<file path="src/cswq_pkg.sv">
// ----------------------------------------------------------------------------
// cswq_pkg
// Shared types and codes of the counting semaphore wait queue core.
// ----------------------------------------------------------------------------
`default_nettype none

package cswq_pkg;

   // request kinds
   localparam logic [1:0] OP_TRY_WAIT = 2'd0;
   localparam logic [1:0] OP_WAIT     = 2'd1;
   localparam logic [1:0] OP_SIGNAL   = 2'd2;

   // result status codes
   localparam logic [2:0] ST_ACQUIRED    = 3'd0;
   localparam logic [2:0] ST_BLOCKED     = 3'd1;
   localparam logic [2:0] ST_WOULD_BLOCK = 3'd2;
   localparam logic [2:0] ST_SIGNALED    = 3'd3;
   localparam logic [2:0] ST_QUEUE_FULL  = 3'd4;
   localparam logic [2:0] ST_COUNT_SAT   = 3'd5;

   localparam logic signed [15:0] COUNT_MAX = 16'sd32767;

   typedef struct packed {
      logic [1:0] op;
      logic [7:0] thread_id;
   } req_type;

   typedef struct packed {
      logic [2:0]         status;
      logic               woken_valid;
      logic [7:0]         woken_thread;
      logic signed [15:0] count_after;
   } rsp_type;

endpackage

`default_nettype wire

</file>
<file path="src/counting_semaphore_wait_queue_core.sv">
// ----------------------------------------------------------------------------
// counting_semaphore_wait_queue_core
// Counting semaphore with a FIFO of blocked thread ids.
// ----------------------------------------------------------------------------
// Usage:
//   req_*  : one transaction per request (try-wait, blocking wait, signal)
//            carrying the op code and the requesting thread id.
//   rsp_*  : one transaction per request with status, woken thread and the
//            count after the request, in request order.
//   csr_*  : write of initial_count; reloads the count and empties the
//            waiter queue. Write only while no request is in flight.
// Timing: a request is accepted in the idle state, which also starts the read of
//   the head waiter from the waiter memory; execute uses the registered read data
//   and loads the response register once it is free. A new request is taken only
//   after the last one leaves execute, so requests do not overlap; rsp_valid is
//   registered and rises after execute loads the response register.
// Stall: the response register holds while rsp_ready is low; one further
//   request may be accepted and then waits in execute until it frees up.
// Reset: count loads 0 (initial_count resets to 0), queue empty, no response.
// ----------------------------------------------------------------------------
`default_nettype none

module counting_semaphore_wait_queue_core #(
   parameter int WAITER_DEPTH   = 16,
   parameter int THREAD_ID_BITS = 8
) (
   input  wire logic             clock,
   input  wire logic             reset,
   input  wire logic             req_valid,
   output logic                  req_ready,
   input  wire cswq_pkg::req_type req_data,
   output logic                  rsp_valid,
   input  wire logic             rsp_ready,
   output cswq_pkg::rsp_type     rsp_data,
   input  wire logic             csr_valid,
   output logic                  csr_ready,
   input  wire logic [14:0]      csr_data
);

   localparam int PTR_W = (WAITER_DEPTH > 1) ? $clog2(WAITER_DEPTH) : 1;
   localparam int OCC_W = $clog2(WAITER_DEPTH + 1);
   localparam int ID_W  = THREAD_ID_BITS;

   localparam logic ST_IDLE = 1'b0;
   localparam logic ST_EXEC = 1'b1;

   logic                state_ff, state_in;
   cswq_pkg::req_type   req_ff;
   logic signed [15:0]  count_ff, count_in;
   logic [PTR_W-1:0]    head_ff, head_in, tail_ff, tail_in;
   logic [OCC_W-1:0]    occ_ff, occ_in;
   logic                rsp_valid_ff;
   cswq_pkg::rsp_type   rsp_ff, rsp_in;

   logic                accept, commit, csr_fire, push;
   logic [ID_W-1:0]     wr_id, rd_id;
   logic [ID_W+7:0]     id_in_ext, id_out_ext;

   assign req_ready = (state_ff == ST_IDLE);
   assign accept    = req_valid && req_ready;
   assign commit    = (state_ff == ST_EXEC) && (!rsp_valid_ff || rsp_ready);
   assign csr_ready = 1'b1;
   assign csr_fire  = csr_valid;
   assign rsp_valid = rsp_valid_ff;
   assign rsp_data  = rsp_ff;

   // resize thread ids between the 8-bit port and the stored width
   assign id_in_ext  = {{ID_W{1'b0}}, req_ff.thread_id};
   assign wr_id      = id_in_ext[ID_W-1:0];
   assign id_out_ext = {8'd0, rd_id};

   function automatic logic [PTR_W-1:0] next_ptr(input logic [PTR_W-1:0] p);
      logic [PTR_W-1:0] r;
      if (p == PTR_W'(WAITER_DEPTH - 1)) begin
         r = '0;
      end else begin
         r = p + PTR_W'(1);
      end
      return r;
   endfunction

   always_comb begin
      count_in = count_ff;
      head_in  = head_ff;
      tail_in  = tail_ff;
      occ_in   = occ_ff;
      push     = 1'b0;
      rsp_in.status       = cswq_pkg::ST_WOULD_BLOCK;
      rsp_in.woken_valid  = 1'b0;
      rsp_in.woken_thread = 8'd0;
      unique case (req_ff.op)
         cswq_pkg::OP_TRY_WAIT: begin
            if (count_ff > 16'sd0) begin
               count_in      = count_ff - 16'sd1;
               rsp_in.status = cswq_pkg::ST_ACQUIRED;
            end
         end
         cswq_pkg::OP_WAIT: begin
            if (count_ff > 16'sd0) begin
               count_in      = count_ff - 16'sd1;
               rsp_in.status = cswq_pkg::ST_ACQUIRED;
            end else if (occ_ff >= OCC_W'(WAITER_DEPTH)) begin
               rsp_in.status = cswq_pkg::ST_QUEUE_FULL;
            end else begin
               count_in      = count_ff - 16'sd1;
               push          = 1'b1;
               tail_in       = next_ptr(tail_ff);
               occ_in        = occ_ff + OCC_W'(1);
               rsp_in.status = cswq_pkg::ST_BLOCKED;
            end
         end
         cswq_pkg::OP_SIGNAL: begin
            if (count_ff >= cswq_pkg::COUNT_MAX) begin
               rsp_in.status = cswq_pkg::ST_COUNT_SAT;
            end else begin
               if ((count_ff < 16'sd0) && (occ_ff != '0)) begin
                  rsp_in.woken_valid  = 1'b1;
                  rsp_in.woken_thread = id_out_ext[7:0];
                  head_in             = next_ptr(head_ff);
                  occ_in              = occ_ff - OCC_W'(1);
               end
               count_in      = count_ff + 16'sd1;
               rsp_in.status = cswq_pkg::ST_SIGNALED;
            end
         end
         default: begin
            // unused op code: report would_block, change nothing
         end
      endcase
      rsp_in.count_after = count_in;
   end

   always_comb begin
      state_in = state_ff;
      if (accept) begin
         state_in = ST_EXEC;
      end else if (commit) begin
         state_in = ST_IDLE;
      end
   end

   always_ff @(posedge clock) begin
      if (reset) begin
         state_ff     <= ST_IDLE;
         count_ff     <= 16'sd0;
         head_ff      <= '0;
         tail_ff      <= '0;
         occ_ff       <= '0;
         rsp_valid_ff <= 1'b0;
      end else begin
         state_ff <= state_in;
         if (csr_fire) begin
            // reload the count and drop all waiters
            count_ff <= signed'({1'b0, csr_data});
            head_ff  <= '0;
            tail_ff  <= '0;
            occ_ff   <= '0;
         end else if (commit) begin
            count_ff <= count_in;
            head_ff  <= head_in;
            tail_ff  <= tail_in;
            occ_ff   <= occ_in;
         end
         if (commit) begin
            rsp_valid_ff <= 1'b1;
         end else if (rsp_ready) begin
            rsp_valid_ff <= 1'b0;
         end
      end
   end

   always_ff @(posedge clock) begin
      if (accept) begin
         req_ff <= req_data;
      end
      if (commit) begin
         rsp_ff <= rsp_in;
      end
   end

   // read the head waiter as the request is taken; data is ready in execute
   cswq_waiter_ram #(
      .DEPTH  (WAITER_DEPTH),
      .WIDTH  (ID_W),
      .ADDR_W (PTR_W)
   ) u_waiter_ram (
      .clock   (clock),
      .wr_en   (commit && push),
      .wr_addr (tail_ff),
      .wr_data (wr_id),
      .rd_en   (accept),
      .rd_addr (head_ff),
      .rd_data (rd_id)
   );

`ifndef NO_ASSERTIONS
   a_occ_bound : assert property (@(posedge clock) disable iff (reset)
      occ_ff <= OCC_W'(WAITER_DEPTH))
      else $error("waiter occupancy exceeds depth");

   a_occ_tracks_count : assert property (@(posedge clock) disable iff (reset)
      (count_ff < 16'sd0) ? ($unsigned(-count_ff) == 16'(occ_ff)) : (occ_ff == '0))
      else $error("occupancy does not match negative count");

   a_accept_exec : assert property (@(posedge clock) disable iff (reset)
      accept |=> (state_ff == ST_EXEC))
      else $error("accepted request did not enter execute");

   a_woken_signal : assert property (@(posedge clock) disable iff (reset)
      (rsp_valid_ff && rsp_ff.woken_valid) |-> (rsp_ff.status == cswq_pkg::ST_SIGNALED))
      else $error("woken thread reported without signal status");
`endif

endmodule

`default_nettype wire

</file>
<file path="src/cswq_waiter_ram.sv">
// ----------------------------------------------------------------------------
// cswq_waiter_ram
// Waiter id storage: one write port, one read port, registered read data.
// ----------------------------------------------------------------------------
`default_nettype none

module cswq_waiter_ram #(
   parameter int DEPTH  = 16,
   parameter int WIDTH  = 8,
   parameter int ADDR_W = 4
) (
   input  wire logic              clock,
   input  wire logic              wr_en,
   input  wire logic [ADDR_W-1:0] wr_addr,
   input  wire logic [WIDTH-1:0]  wr_data,
   input  wire logic              rd_en,
   input  wire logic [ADDR_W-1:0] rd_addr,
   output logic      [WIDTH-1:0]  rd_data
);

   logic [WIDTH-1:0] mem [DEPTH];

   always_ff @(posedge clock) begin
      if (wr_en) begin
         mem[wr_addr] <= wr_data;
      end
   end

   always_ff @(posedge clock) begin
      if (rd_en) begin
         rd_data <= mem[rd_addr];
      end
   end

endmodule

`default_nettype wire
</file>
<file path="config.mk">
export PLATFORM = sky130hd
export DESIGN_NAME = counting_semaphore_wait_queue_core
export DESIGN_NICKNAME = d
export VERILOG_FILES = /design/src/cswq_pkg.sv /design/src/counting_semaphore_wait_queue_core.sv /design/src/cswq_waiter_ram.sv
export SDC_FILE = /design/constraint.sdc
export NUM_CORES = 1
export LEC_CHECK = 0
export BUFFER_PORTS_ARGS = -buffer_cell sky130_fd_sc_hd__buf_4
export CORE_ASPECT_RATIO = 0.7
export CORE_UTILIZATION = 25
export CTS_BUF_LIST = sky130_fd_sc_hd__clkbuf_8
export CTS_CLUSTER_DIAMETER = 80
export CTS_CLUSTER_SIZE = 25
export DETAILED_ROUTE_END_ITERATION = 8
export HOLD_SLACK_MARGIN = 0.06
export MAX_ROUTING_LAYER = met4
export SLEW_MARGIN = 15
export SYNTH_ARGS = -nofsm -noshare
export SYNTH_HDL_FRONTEND = slang
export SYNTH_SLANG_ARGS = --single-unit
export TNS_END_PERCENT = 1
</file>
<file path="constraint.sdc">
create_clock -name clock -period 3.7 [get_ports clock]
set_input_delay 0.37 -clock clock [delete_from_list [all_inputs] [get_ports clock]]
set_output_delay 0.37 -clock clock [all_outputs]
set_load 0.1 [all_outputs]
</file>
After elaboration in Yosys (flattened, before gate mapping)
Memory sizes are Yosys's and may differ from the RTL's. A register that Yosys moved wholly into a read port is not among the register bits.
Cells that the tools add are included.
{"block": "word_totals", "register_bits": 69, "ramBits": 128, "in_bits": 30, "output_inout_bits": 31, "elab_cells": 85, "memories": 1}
{"block": "classes", "addsub": 6, "n_lt_le_gt_ge": 4, "n_eq_ne": 8, "muxes": 29, "bitwise": 6, "n_reduce_logical": 18}
{"memory": "u_waiter_ram.mem", "words": 16, "word_bits": 8, "read_ports": 1, "rd_clocked_by_memory_dff": 1, "wr": 1, "line_no": "cswq_waiter_ram.sv:21", "text": "logic [WIDTH-1:0] mem [DEPTH];"}
{"op": "16-bit 2-to-1 mux", "n": 4}
{"op": "16-bit case mux with 3 select lines", "n": 1}
{"op": "15-bit 2-to-1 mux", "n": 2}
{"op": "5-bit 2-to-1 mux", "n": 4}
{"op": "16-bit by 2-bit adder with 16-bit output (second input constant)", "n": 1}
{"op": "16-bit >= comparator (second input constant)", "n": 1}
{"op": "16-bit by 1-bit > comparator with 1-bit output (second input constant)", "n": 1}
{"op": "16-bit by 1-bit < comparator with 1-bit output (second input constant)", "n": 1}
{"op": "16-bit by 2-bit subtractor with 16-bit output (second input constant)", "n": 1}
{"op": "5-bit case mux with 2 select lines", "n": 1}
{"op": "1-bit 2-to-1 mux", "n": 9}
{"op": "3-bit 2-to-1 mux", "n": 3}
{"op": "9-bit 2-to-1 mux", "n": 1}
{"op": "3-bit case mux with 3 select lines", "n": 1}
{"op": "4-bit by 1-bit adder with 4-bit output (second input constant)", "n": 2}
{"op": "4-bit == test (second input constant)", "n": 2}
{"op": "4-bit 2-to-1 mux", "n": 2}
{"op": "2-bit != test (second input constant)", "n": 4}
{"op": "4-bit AND reduction", "n": 2}
{"op": "2-bit nonzero test", "n": 4}
{"op": "1-bit NOT", "n": 6}
{"op": "6-bit AND reduction", "n": 1}
{"op": "5-bit by 1-bit adder with 5-bit output (second input constant)", "n": 1}
{"op": "5-bit >= comparator (second input constant)", "n": 1}
{"op": "11 further kinds", "n": 15}

Logic depth before layout (Yosys ltp)
{"block": "depth", "depth_word": 7, "ltp_mapped": 11, "ltp_nobuf": 9}

Modules after synthesis
From an unflattened synthesis, not the netlist that was laid out.
{"block": "hier_totals", "cells_unflattened": 643, "hier_area_um2": 9136.3}
{"module": "cswq_waiter_ram", "instances": 1, "cells_each": 229, "area_per_inst_um2": 5227.5, "seq_area_each_um2": 4083.9}
{"module": "counting_semaphore_wait_queue_core", "instances": 1, "cells_each": 414, "area_per_inst_um2": 3908.7, "seq_area_each_um2": 1761.7}

Least setup slack after synthesis
OpenSTA, ideal clock, no wires.
{"block": "synth_path", "path_kind": "flip-flop to flip-flop", "start": "register count_ff[0]", "end": "memory u_waiter_ram.mem[1][0], enable pin", "setup_ps": 383, "t_arrival_ps": 2537, "required_ps": 3317, "setup_slack_ps": 780, "stages_incl_launch_ff": 10, "n_path_buf": 1, "period_less_slack_ps": 2920, "cell_sequence": "dfxtp_1 > clkbuf_1 > inv_1 > ha_1 > nor3b_1 > and3_1 > a21oi_1 > nor3_1 > nand2_1 > nor3_1"}
{"block": "synth_via", "elab_chain_cells": 6}
{"item": "start: declaration", "line_no": "counting_semaphore_wait_queue_core.sv:49", "text": "logic signed [15:0] count_ff, count_in;"}
{"item": "start signal: assignment", "line_no": "counting_semaphore_wait_queue_core.sv:154", "text": "count_ff <= signed'({1'b0, csr_data});"}
{"item": "start signal: assignment", "line_no": "counting_semaphore_wait_queue_core.sv:159", "text": "count_ff <= count_in;"}
{"item": "16-bit by 1-bit > comparator with 1-bit output", "line_no": "counting_semaphore_wait_queue_core.sv:99", "text": "if (count_ff > 16'sd0) begin"}
{"item": "1-bit 2-to-1 mux", "line_no": "counting_semaphore_wait_queue_core.sv:99"}
{"item": "1-bit 2-to-1 mux", "line_no": "counting_semaphore_wait_queue_core.sv:91", "text": "unique case (req_ff.op)"}
{"item": "1-bit logical AND", "line_no": "counting_semaphore_wait_queue_core.sv:188", "text": ".wr_en (commit && push),"}
{"item": "1-bit 2-to-1 mux", "line_no": "cswq_waiter_ram.sv:24", "text": "if (wr_en) begin"}
{"item": "1-bit 2-to-1 mux (implied by the code)", "line_no": "cswq_waiter_ram.sv:25", "text": "mem[wr_addr] <= wr_data;"}
{"item": "end: declaration", "line_no": "cswq_waiter_ram.sv:21"}
Every way passes these cells.

Final worst setup path
{"block": "layout_path", "start": "register count_ff[9]", "end": "memory u_waiter_ram.mem[4][7], enable pin"}
The elaborated chain is that of the path after synthesis.

==> impl_metrics.ini <==
[grt]
busiest_layer = met1
grt-ovfl-total = 0
grt_pass1_vias = 5684
antenna_found_initial = 0
grt_pass1_wl_mm = 35.9
use_met1 = 0.201
grt_util_all_layers = 0.129
use_met2 = 0.169
grtUsageMet3 = 0.0246
grt_max_degree = 41

[timing]
skew_ns = 0.0255
fin_ws_ns = 0.488
setup_viol = 0
tns_ns = 0
max_freq_mhz = 311
rsz0062_at_grt = no
tightestPinTransition_ns = 0.843
fin_crit_sh = 0.868
relSlewSlack = 0.433
report.final.slew_viol_count = 0
hold_viol_final = 0
min_period_ns = 3.21
holdWs_ns = 0.0845

[routing]
drtIter0Drc = 746
via_per_inst = 4.92
drc = 0
routed_wl_mm = 23.9
vias = 6102
wire_per_inst_um = 19.3
ant_nets = 0
drt_pass1_iterations = 6

[clock_tree]
cts_sinks = 205
postCtsSetupRepairBufs = 0
clkLatencyLatePin_ns = 0.53
clockBufferDepth = 3
cts_htree_levels = 1
cts_buffers = 13
path_clk_slew_ns = 0.14
clock-root-buffer = clkbuf_8
cts_tree = done

[place]
routabilityCongestion = 0.978
dp.cells = 1208
port_buffers = 59
placed_area_mm2 = 0.0104
dpl_worst_slack_ns = 0.583
dpl.hpwl_mm = 16.8

[layout]
final_area_mm2 = 0.0107
drive_above_1_share = 0.215
n_fill_cell = 3638
final_util = 0.296
fin_cells = 1239
nNetsFinal = 795
syn_to_final_growth_pct = 15.5
antenna_cells = 0

[power]
seq_power_share = 0.608
power.leakage_nw = 3.44
combPwrFrac = 0.137
internal-power_mw = 3.10
clockPowerShare = 0.255
p_sw_frac = 0.288
finalPower_mw = 4.36
p_sw_mw = 1.25
power.density_mw_per_mm2 = 406
ir_worst_vdd_mv = 0.179

[logic_synthesis]
synthFlopType = edfxtp_1
syn_nets = 728
async_reset_ff_frac = 0
ys_ff_latch = 205
synth_area_mm2 = 0.00930
synth_cells = 686
synth-edff-count = 174
ys_warn_count = 0
synth_cell_type_count = 71
avgSynthCellArea_um2 = 13.6
ys_seq_area_frac = 0.629

[critical_path]
worstPathRequired_ns = 3.87
rrSetupSlack_ns = 0.49
critPathArrivalTime_ns = 3.39
crit_fanout = 11
cp-end-kind = flip-flop
path_class = flip-flop to flip-flop
start_kind = flip-flop

[floorplan]
coreArea_mm2 = 0.0363
num_rows = 58
fp.dieW_um = 233
start_util = 0.256
die_area_mm2 = 0.0380
dieHeight_um = 163
io_pins = 61

[flow_run]
max_cap_violations = 0

[outcome]
status = complete, no violations

[min_path]
hold_class = input port to flip-flop
-- repair_timing --
| action | 4_1_cts | 5_1_grt |
|---|---|---|
| endpoints found under the hold margin | 9 | 1 |
| resized for setup | 0 | 0 |
| hold buffers | 9 | 1 |
-- power by group through the flow --
| stage | sequential, mW | clock, mW | combinational [mW] |
|---|---|---|---|
| after global routing | 2.66 | 1.21 | 0.630 |
| after detailed placement | 2.70 | 0 | 0.579 |
| after floorplan | 2.83 | 0 | 0.264 |
| after global placement | 2.70 | 0 | 0.580 |
| final | 2.65 | 1.11 | 0.598 |
| after CTS | 2.65 | 1.14 | 0.591 |
-- registers in the layout (all words and copies together), names as in the netlist --
name                  cells
wr_id                     8
u_waiter_ram.rd_data      8
head_ff                   4
req_ff                    2
tail_ff                   4
u_waiter_ram.mem        128
count_ff                 16
occ_ff                    5
rsp_valid                 1
rsp_data                 28
state_ff                  1
-- layout by cell type (no fill, tap or decap), types with 11 or more instances in the layout --
master      n
edfxtp_1  174
buf_4      89
nor2_1     58
nand2_1    43
mux4_2     40
a21oi_1    38
o21ai_0    31
dfxtp_1    30
nand3_1    24
inv_1      20
nor3_1     19
clkbuf_8   13
and2_1     11
ha_1       11
-- cell families (layout without fill, tap and decap cells) --
| group | after synthesis | in the layout | share of synthesized area |
|---|---|---|---|
| AND/OR/NAND/NOR | 207 | 207 | 0.111 |
| flip-flops | 205 | 205 | 0.629 |
| AO/OA/AOI/OAI | 133 | 133 | 0.0950 |
| buffers and inverters | 66 | 139 | 0.0291 |
| multiplexers | 48 | 48 | 0.106 |
| XOR/XNOR | 14 | 14 | 0.0132 |
| adder cells (fa/ha/maj) | 12 | 12 | 0.0170 |
| other | 1 | 1 | 0.000403 |
-- worst paths after layout --
check | cells past startpoint | start | end
max | 6 | count_ff[9] | u_waiter_ram.mem[4][7]
min | 3 | csr_data[4] | count_ff[4]
max reg2reg | 6 | count_ff[9] | u_waiter_ram.mem[4][7]
min reg2reg | 1 | u_waiter_ram.rd_data[7] | rsp_data[23]
-- cells in the mapped netlist (4+ instances only) --
master    number  share of area
ha_1          11          0.015
dfxtp_1       31          0.067
xor2_1         5         0.0047
edfxtp_1     174           0.56
nor3_1        19          0.010
o21ai_0       31          0.017
a31oi_1        8         0.0054
o21a_1         4         0.0032
mux4_2        40          0.097
or4_1          4         0.0032
a21oi_1       38          0.020
mux2i_1        7         0.0075
or3_1          6         0.0040
o31ai_1        4         0.0032
clkbuf_1      37          0.015
and2_1        11         0.0074
o211ai_1       5         0.0040
buf_1          5         0.0020
nand2b_1       6         0.0040
a21o_1         4         0.0032
nor4_1        10         0.0067
and3_1         5         0.0034
nand3_1       24          0.013
xnor2_1        9         0.0085
nor2_1        58          0.023
nand2_1       43          0.017
inv_1         16         0.0065
a211oi_1       4         0.0032
a311oi_1       6         0.0057
-- per-layer routing --
layer,share of wire,routed length (um),vias to the layer above
met5,0,0,-
met4,0.018,431,0
met3,0.088,2100,31
met2,0.40,9620,287
met1,0.49,11700,3013
li1,-,-,2771
-- critical path, cell delays in order (launching register included) --
cell and delay (ns):
dfxtp_1 0.43, or3_4 0.45, nor4_2 0.57, a21oi_1 0.17, nor3_1 0.49, nand2_1 0.23
nor2_1 0.53
-- cell type report --
type | instances | area, um^2 | share of cell area
clock buffer | 13 | 179 | 0.0167
tap | 480 | 601 | 0.0559
timing repair buffer | 100 | 788 | 0.0734
clock inverter | 8 | 70.1 | 0.00653
multi-input combinational | 415 | 3180 | 0.297
inverter | 18 | 67.6 | 0.00629
sequential | 205 | 5850 | 0.545
Note: power is estimated with default switching activity, not from simulation.
